<file path="config.mk">
export PLATFORM = sky130hd
export DESIGN_NAME = nkrt_seq
export DESIGN_NICKNAME = d
export VERILOG_FILES = /design/src/rtl/nkrt_pkg.sv /design/src/rtl/nkrt_seq.sv
export SDC_FILE = /design/constraint.sdc
export NUM_CORES = 1
export LEC_CHECK = 0
export BUFFER_PORTS_ARGS = -buffer_cell sky130_fd_sc_hd__buf_2
export CAP_MARGIN = 10
export CORE_AREA = 4 4 354 356
export DETAILED_ROUTE_END_ITERATION = 8
export DIE_AREA = 0 0 358 360
export SKIP_LAST_GASP = 1
export SLEW_MARGIN = 5
export SYNTH_ARGS = -nofsm -noshare
export SYNTH_HDL_FRONTEND = slang
export SYNTH_SLANG_ARGS = --single-unit
</file>
<file path="constraint.sdc">
create_clock -name clock -period 7.35 [get_ports clock]
set_input_delay 0.735 -clock clock [delete_from_list [all_inputs] [get_ports clock]]
set_output_delay 0.735 -clock clock [all_outputs]
set_load 0.02 [all_outputs]
</file>
<file path="src/rtl/nkrt_pkg.sv">
// Package for the name keyed record table: sizes, codes, shared structs and
// the name normalising function. Used by every module of the block.
// Depends on nothing.
package nkrt_pkg;

   // Table sizing
   localparam int MAX_ENTRIES = 64;
   localparam int IDX_W       = (MAX_ENTRIES > 1) ? $clog2(MAX_ENTRIES) : 1;
   localparam int CNT_W       = $clog2(MAX_ENTRIES + 1);

   // Field widths
   localparam int ACTION_W    = 2;
   localparam int WORD_W      = 64;
   localparam int WORD3_W     = 56;
   localparam int NAME_BYTES  = 32;
   localparam int NAME_W      = NAME_BYTES * 8;
   localparam int ID_W        = 31;
   localparam int STATUS_W    = 2;
   localparam int ENTRY_CNT_W = 7;

   // Stream word widths, padded to whole bytes
   localparam int REQ_BITS    = ACTION_W + 3 * WORD_W + WORD3_W + ID_W;
   localparam int REQ_DATA_W  = ((REQ_BITS + 7) / 8) * 8;
   localparam int RSP_BITS    = STATUS_W + ID_W + ENTRY_CNT_W;
   localparam int RSP_DATA_W  = ((RSP_BITS + 7) / 8) * 8;

   typedef enum logic [ACTION_W-1:0] {
      ACT_INSERT = 2'd0,
      ACT_DELETE = 2'd1,
      ACT_UPDATE = 2'd2,
      ACT_LOOKUP = 2'd3
   } action_type;

   typedef enum logic [STATUS_W-1:0] {
      ST_OK        = 2'd0,
      ST_NOT_FOUND = 2'd1,
      ST_DUPLICATE = 2'd2,
      ST_FULL      = 2'd3
   } status_type;

   // Request as taken from the input stream
   typedef struct packed {
      action_type         action;
      logic [NAME_W-1:0]  name;
      logic [ID_W-1:0]    root_id;
   } req_type;

   // Result handed to the output register
   typedef struct packed {
      status_type             status;
      logic [ID_W-1:0]        found_root_id;
      logic [ENTRY_CNT_W-1:0] entry_count;
   } res_type;

   // Record store ports
   typedef struct packed {
      logic             en;
      logic [IDX_W-1:0] addr;
   } rd_req_type;

   typedef struct packed {
      logic              name_en;
      logic              id_en;
      logic [IDX_W-1:0]  addr;
      logic [NAME_W-1:0] name;
      logic [ID_W-1:0]   id;
   } wr_req_type;

   typedef struct packed {
      logic [NAME_W-1:0] name;
      logic [ID_W-1:0]   id;
   } rec_type;

   // Zero every byte after the first zero byte of the name
   function automatic logic [NAME_W-1:0] norm_name(input logic [NAME_W-1:0] raw);
      logic              ended;
      logic [7:0]        b;
      logic [NAME_W-1:0] res;
      ended = 1'b0;
      res   = '0;
      for (int i = 0; i < NAME_BYTES; i++) begin
         b = raw[8*i +: 8];
         if (ended) begin
            b = 8'h00;
         end else if (b == 8'h00) begin
            ended = 1'b1;
         end
         res[8*i +: 8] = b;
      end
      return res;
   endfunction

endpackage

</file>
<file path="src/rtl/nkrt_seq.sv">
// Sequencer with the shared record compare: searches, inserts, updates and
// shifts records through the store one row a cycle. Depends on nkrt_pkg.
module nkrt_seq
   import nkrt_pkg::*;
(
   input  logic       clock,
   input  logic       reset,
   input  logic       in_valid,
   output logic       in_ready,
   input  req_type    in_req,
   output logic       res_valid,
   input  logic       res_ready,
   output res_type    res,
   output rd_req_type rd,
   output wr_req_type wr,
   input  rec_type    rd_data
);

   typedef enum logic [3:0] {
      S_IDLE   = 4'b0001,
      S_SEARCH = 4'b0010,
      S_SHIFT  = 4'b0100,
      S_DONE   = 4'b1000
   } state_type;

   state_type         state_ff, state_in;
   action_type        act_ff, act_in;
   logic [NAME_W-1:0] name_ff, name_in;
   logic [ID_W-1:0]   id_ff, id_in;
   logic [CNT_W-1:0]  count_ff, count_in;
   logic [CNT_W-1:0]  ptr_ff, ptr_in;
   logic              pend_v_ff, pend_v_in;
   logic [IDX_W-1:0]  pend_idx_ff, pend_idx_in;
   status_type        status_ff, status_in;
   logic [ID_W-1:0]   found_ff, found_in;

   logic match;
   logic hit;
   logic search_end;
   logic more;

   // Shared compare of the returned row against the request name
   assign match      = (rd_data.name == name_ff);
   assign hit        = pend_v_ff && match;
   assign more       = (ptr_ff < count_ff);
   assign search_end = hit || (!pend_v_ff && !more);

   always_comb begin
      state_in    = state_ff;
      act_in      = act_ff;
      name_in     = name_ff;
      id_in       = id_ff;
      count_in    = count_ff;
      ptr_in      = ptr_ff;
      pend_v_in   = pend_v_ff;
      pend_idx_in = pend_idx_ff;
      status_in   = status_ff;
      found_in    = found_ff;
      rd          = '0;
      wr          = '0;
      res_valid   = 1'b0;

      unique case (state_ff)
         S_IDLE: begin
            // Take a word and start the scan at record zero
            if (in_valid) begin
               act_in    = in_req.action;
               name_in   = norm_name(in_req.name);
               id_in     = in_req.root_id;
               ptr_in    = '0;
               pend_v_in = 1'b0;
               state_in  = S_SEARCH;
            end
         end

         S_SEARCH: begin
            if (search_end) begin
               status_in = ST_OK;
               found_in  = '0;
               state_in  = S_DONE;
               unique case (act_ff)
                  ACT_INSERT: begin
                     if (hit) begin
                        status_in = ST_DUPLICATE;
                     end else if (count_ff >= CNT_W'(MAX_ENTRIES)) begin
                        status_in = ST_FULL;
                     end else begin
                        wr.name_en = 1'b1;
                        wr.id_en   = 1'b1;
                        wr.addr    = count_ff[IDX_W-1:0];
                        wr.name    = name_ff;
                        wr.id      = id_ff;
                        count_in   = count_ff + 1'b1;
                     end
                  end
                  ACT_DELETE: begin
                     if (!hit) begin
                        status_in = ST_NOT_FOUND;
                     end else begin
                        // Move later records down, starting one above the match
                        ptr_in    = CNT_W'(pend_idx_ff) + 1'b1;
                        pend_v_in = 1'b0;
                        state_in  = S_SHIFT;
                     end
                  end
                  ACT_UPDATE: begin
                     if (!hit) begin
                        status_in = ST_NOT_FOUND;
                     end else begin
                        wr.id_en = 1'b1;
                        wr.addr  = pend_idx_ff;
                        wr.id    = id_ff;
                     end
                  end
                  ACT_LOOKUP: begin
                     if (!hit) begin
                        status_in = ST_NOT_FOUND;
                     end else begin
                        found_in = rd_data.id;
                     end
                  end
               endcase
            end else begin
               // Issue the next row while the previous one is compared
               pend_v_in = more;
               if (more) begin
                  rd.en       = 1'b1;
                  rd.addr     = ptr_ff[IDX_W-1:0];
                  pend_idx_in = ptr_ff[IDX_W-1:0];
                  ptr_in      = ptr_ff + 1'b1;
               end
            end
         end

         S_SHIFT: begin
            // Write the row read last cycle one place lower
            if (pend_v_ff) begin
               wr.name_en = 1'b1;
               wr.id_en   = 1'b1;
               wr.addr    = pend_idx_ff - 1'b1;
               wr.name    = rd_data.name;
               wr.id      = rd_data.id;
            end
            pend_v_in = more;
            if (more) begin
               rd.en       = 1'b1;
               rd.addr     = ptr_ff[IDX_W-1:0];
               pend_idx_in = ptr_ff[IDX_W-1:0];
               ptr_in      = ptr_ff + 1'b1;
            end else if (!pend_v_ff) begin
               count_in = count_ff - 1'b1;
               state_in = S_DONE;
            end
         end

         S_DONE: begin
            // Hold the result until the output register takes it
            res_valid = 1'b1;
            if (res_ready) begin
               state_in = S_IDLE;
            end
         end

         default: begin
            state_in = S_IDLE;
         end
      endcase
   end

   always_ff @(posedge clock) begin
      if (reset) begin
         state_ff  <= S_IDLE;
         count_ff  <= '0;
         pend_v_ff <= 1'b0;
      end else begin
         state_ff  <= state_in;
         count_ff  <= count_in;
         pend_v_ff <= pend_v_in;
      end
   end

   always_ff @(posedge clock) begin
      act_ff      <= act_in;
      name_ff     <= name_in;
      id_ff       <= id_in;
      ptr_ff      <= ptr_in;
      pend_idx_ff <= pend_idx_in;
      status_ff   <= status_in;
      found_ff    <= found_in;
   end

   assign in_ready          = (state_ff == S_IDLE);
   assign res.status        = status_ff;
   assign res.found_root_id = found_ff;
   assign res.entry_count   = ENTRY_CNT_W'(count_ff);

`ifndef NO_ASSERTIONS
   ap_count_range: assert property (@(posedge clock) disable iff (reset)
      count_ff <= CNT_W'(MAX_ENTRIES))
      else $error("record count above table size");

   ap_wr_in_table: assert property (@(posedge clock) disable iff (reset)
      wr.name_en |-> (CNT_W'(wr.addr) <= count_ff))
      else $error("name row written beyond the table end");

   ap_shift_dec: assert property (@(posedge clock) disable iff (reset)
      (state_ff == S_SHIFT && state_in == S_DONE) |=>
      (count_ff == $past(count_ff) - 1'b1))
      else $error("delete did not drop the count by one");

   ap_done_hold: assert property (@(posedge clock) disable iff (reset)
      (state_ff == S_DONE && !res_ready) |=> (state_ff == S_DONE))
      else $error("result dropped before it was taken");

   ap_lookup_no_write: assert property (@(posedge clock) disable iff (reset)
      (state_ff == S_SEARCH && act_ff == ACT_LOOKUP) |-> (!wr.name_en && !wr.id_en))
      else $error("lookup wrote the store");
`endif

endmodule

</file>
==> impl_metrics.yaml <==
setup_path:
  critPathArrivalTime_ns: 5.33
  rrSetupSlack_ns: 2.56
  r2r_end: "found_ff[11]"
  crit_path_end_kind: "primary output"
  cp_data_required_time_ns: 6.61
  crit_family: "simple AND/OR/NAND/NOR gates"
  worst_path_max_delay_cell: "a2111oi_0"
  slowest_delay_ns: 0.89
  cp_max_fo: 31
  path_buf_inv: 2
  critPathMostFrequentCell: "nand4_1"
  worst-setup-path-type: "reg -> out"
  r2r-start: "name_ff[161]"
  worstSetupStartpointType: "register"
  rr_worst_depth: 8
  crit_chain: "nor2b_1 > a2111oi_0 > nand4_1 > nor4_1 > nand4_1 > nor4_4 > or2_1 > buf_4 > a22o_1 > buf_2"
power:
  swShare: 0.313
  p_int_mw: 4.21
  p_comb_frac: 0.170
  power.leakage_nw: 12.0
  p_sw_mw: 1.92
  max-vdd-ir-drop_uv: 151
  power.density_mw_per_mm2: 215
  power_frac_clock: 0.414
  pwr-share-seq: 0.416
timing:
  final.setup_skew_ns: 0.0371
  setup_tns_ns: 0
  drv_slew: 0
  clock.fmax_mhz: 165
  tightestPinTransition_ns: 1.10
  hold_violations: 0
  layout_setup_ws_ns: 1.28
  finalCritPeriodShare: 0.825
  rsz0062_at_grt: "false"
  setup_violations: 0
  slew_headroom: 0.260
  period_minus_slack_ns: 6.07
synthesis:
  synth_cells: 1786
  synth_ff_type: "edfxtp_1"
  async_flop_share: 0
  synth_area_mm2: 0.0201
  syn-num-nets: 2382
  ys.warnings.count: 0
  avgSynthCellArea_um2: 11.3
  ys_seq_area_frac: 0.511
  ys_ff_latch: 347
  synth.distinct_cells: 63
  synth_edf_count: 335
floorplanning:
  start_util: 0.165
  die_h_um: 360
  dieArea_mm2: 0.129
  die_width_um: 358
  num_rows: 128
  io_pins: 924
  core_area_mm2: 0.122
clock_tree:
  cts_buffer_depth: 3
  clockRootBuffer: "clkbuf_16"
  cts_inserted_buffers: 49
  post-cts-setup-buffer-count: 0
  htree_levels: 2
  clkSinkCount: 347
  ctsResizeCount: 0
  cts-hold-fix-buffers: 0
  insertion_delay_ns: 0.65
  clk_pin_slew_ns: 0.06
  cts_tree: "yes"
routing:
  vias: 20564
  drt.antenna.violating_nets: 0
  dr.pass1.iters: 5
  via_per_inst: 4.66
  drtIter0Drc: 2005
  drc_errors: 0
  routed_wl_um: 169000
  wl_per_cell_um: 38.3
cells_and_area:
  nets: 3302
  syn2layout_area_growth_pct: 41.7
  layout-drive-gt1-share: 0.387
global_route:
  grt_pass1_wl_um: 209000
  grt_usage: 0.250
  met1_usage: 0.306
  grt-busiest-layer: "met2"
  met3_usage: 0.0891
  grt_pass1_vias: 19882
  overflow: 0
  antenna_found_initial: 129
  grt_max_degree: 146
  met2_usage: 0.419
flow_run:
  maxCapViolCount: 0
placement:
  gp_congestion: 0.917
  place_ws_ns: 1.46
  hpwl_um: 146000
  port_buffers: 923
status:
  status: "completed"
min_path:
  hold_path_startpoint: "in_req[18]"
  min_delay_worst_endpoint: "id_ff[18]"
  min_path_cells: 1
  worstHoldPathType: "in -> reg"
stage by stage:
stage          instance area [um^2]  utilization  hold slack, ns  std cells  power [mW]
2_1_floorplan                 20100            -           0.510       1786        2.92
3_3_place_gp                  26800        0.220           0.593       4278        3.64
3_5_place_dp                  26800        0.220           0.596       4280        3.65
4_1_cts                       28400        0.234           0.221       4368        6.23
5_1_grt                       28400        0.234           0.238       4375        6.34
6_report                      28500        0.234           0.290       4409        6.13
worst max-delay path by stage:
| stage | slack [ns] | cells past startpoint | to | from |
|---|---|---|---|---|
| CTS | 1.11 | 10 | wr[25] | name_ff[161] |
| global route | 1.00 | 10 | wr[25] | name_ff[161] |
| detailed placement | 1.46 | 11 | wr[25] | rd_data[96] |
| global placement | 1.33 | 11 | wr[3] | rd_data[214] |
| floorplan | 1.79 | 2 | act_ff[0] | state_ff[3] |
| finish | 1.28 | 10 | wr[25] | name_ff[161] |
cell families (layout without fill, tap and decap cells):
family	Yosys count	count (layout)	share of synthesized area
other cells	0	41	0
mux	7	7	0.00354
fa+ha+maj	16	16	0.0103
flops	347	347	0.511
compound gates	401	401	0.165
simple gates	675	675	0.201
buf+inv	163	1120	0.0321
xor+xnor	177	177	0.0770
power by group through the flow:
stage               clock [mW]  sequential [mW]  combinational, mW
floorplan                    0             2.54              0.375
global placement             0             2.59               1.05
detailed placement           0             2.59               1.06
CTS                       2.62             2.55               1.06
global route              2.68             2.57               1.10
finish                    2.53             2.55               1.04
layout by cell type (no fill, tap or decap), types with 11 or more instances in the layout:
master,synthesis,final
o21ai_0,33,33
inv_1,72,72
diode_2,0,41
nand2_1,68,68
buf_4,1,31
clkinv_2,0,11
a2111oi_0,13,13
and2_1,175,173
o22ai_1,21,21
dfxtp_1,12,12
clkbuf_16,0,51
nor4_1,96,93
and3_1,122,121
xor2_1,101,101
edfxtp_1,335,335
ha_1,15,15
xnor2_1,76,75
nand2b_1,31,31
a22o_1,266,266
a2111o_1,12,12
nor2_1,28,28
nor2b_1,76,76
buf_2,0,924
nand4_1,32,32
cell type report:
| cell class | instances | area (um^2) |
|---|---|---|
| clock buffers | 53 | 1280 |
| flip-flops and latches | 347 | 10300 |
| diodes | 41 | 103 |
| multi-input cells | 1276 | 9230 |
| well taps | 1625 | 2030 |
| clock inverters | 35 | 358 |
| inverters | 72 | 270 |
| fillers | 13362 | 93200 |
| repair buffers | 960 | 4950 |
synth_stat cells, types with 8 or more instances:
cell,number,share of area
a2111o_1,12,0.0067
a2111oi_0,13,0.0057
a21oi_1,9,0.0022
a22o_1,266,0.12
and2_1,175,0.054
and3_1,122,0.038
clkbuf_1,86,0.016
dfxtp_1,12,0.012
edfxtp_1,335,0.50
ha_1,15,0.0093
inv_1,72,0.013
nand2_1,68,0.013
nand2b_1,31,0.0096
nand3_1,9,0.0022
nand4_1,32,0.0099
nor2_1,28,0.0052
nor2b_1,76,0.024
nor3_1,8,0.0020
nor4_1,96,0.030
o2111ai_1,8,0.0035
o21ai_0,33,0.0082
o22ai_1,21,0.0065
xnor2_1,76,0.033
xor2_1,101,0.044
metal layers:
layer / up-vias / share of wire / wire length, um
li1: 8764 / - / -
met4: 102 / 0.027 / 4620
met3: 257 / 0.10 / 17300
met5: - / 0.0039 / 666
met1: 10289 / 0.39 / 66600
met2: 1152 / 0.47 / 79900
state kept, by name (all words and copies together), names as in the netlist:
| signal | cells |
|---|---|
| state_ff | 4 |
| found_ff | 31 |
| act_ff | 2 |
| status_ff | 2 |
| ptr_ff | 7 |
| name_ff | 256 |
| count_ff | 7 |
| pend_v_ff | 1 |
| pend_idx_ff | 6 |
| id_ff | 31 |
worst reg2reg max path, stage by stage (launching register included):
cell       delay [ns]
edfxtp_1         0.41
nor2b_1          0.23
a2111oi_0        0.89
nand4_1          0.40
nor4_1           0.74
nand4_1          0.39
nor2_1           0.42
and3_1           0.88
and2_1           0.27
Note: power is estimated with default switching activity, not from simulation.
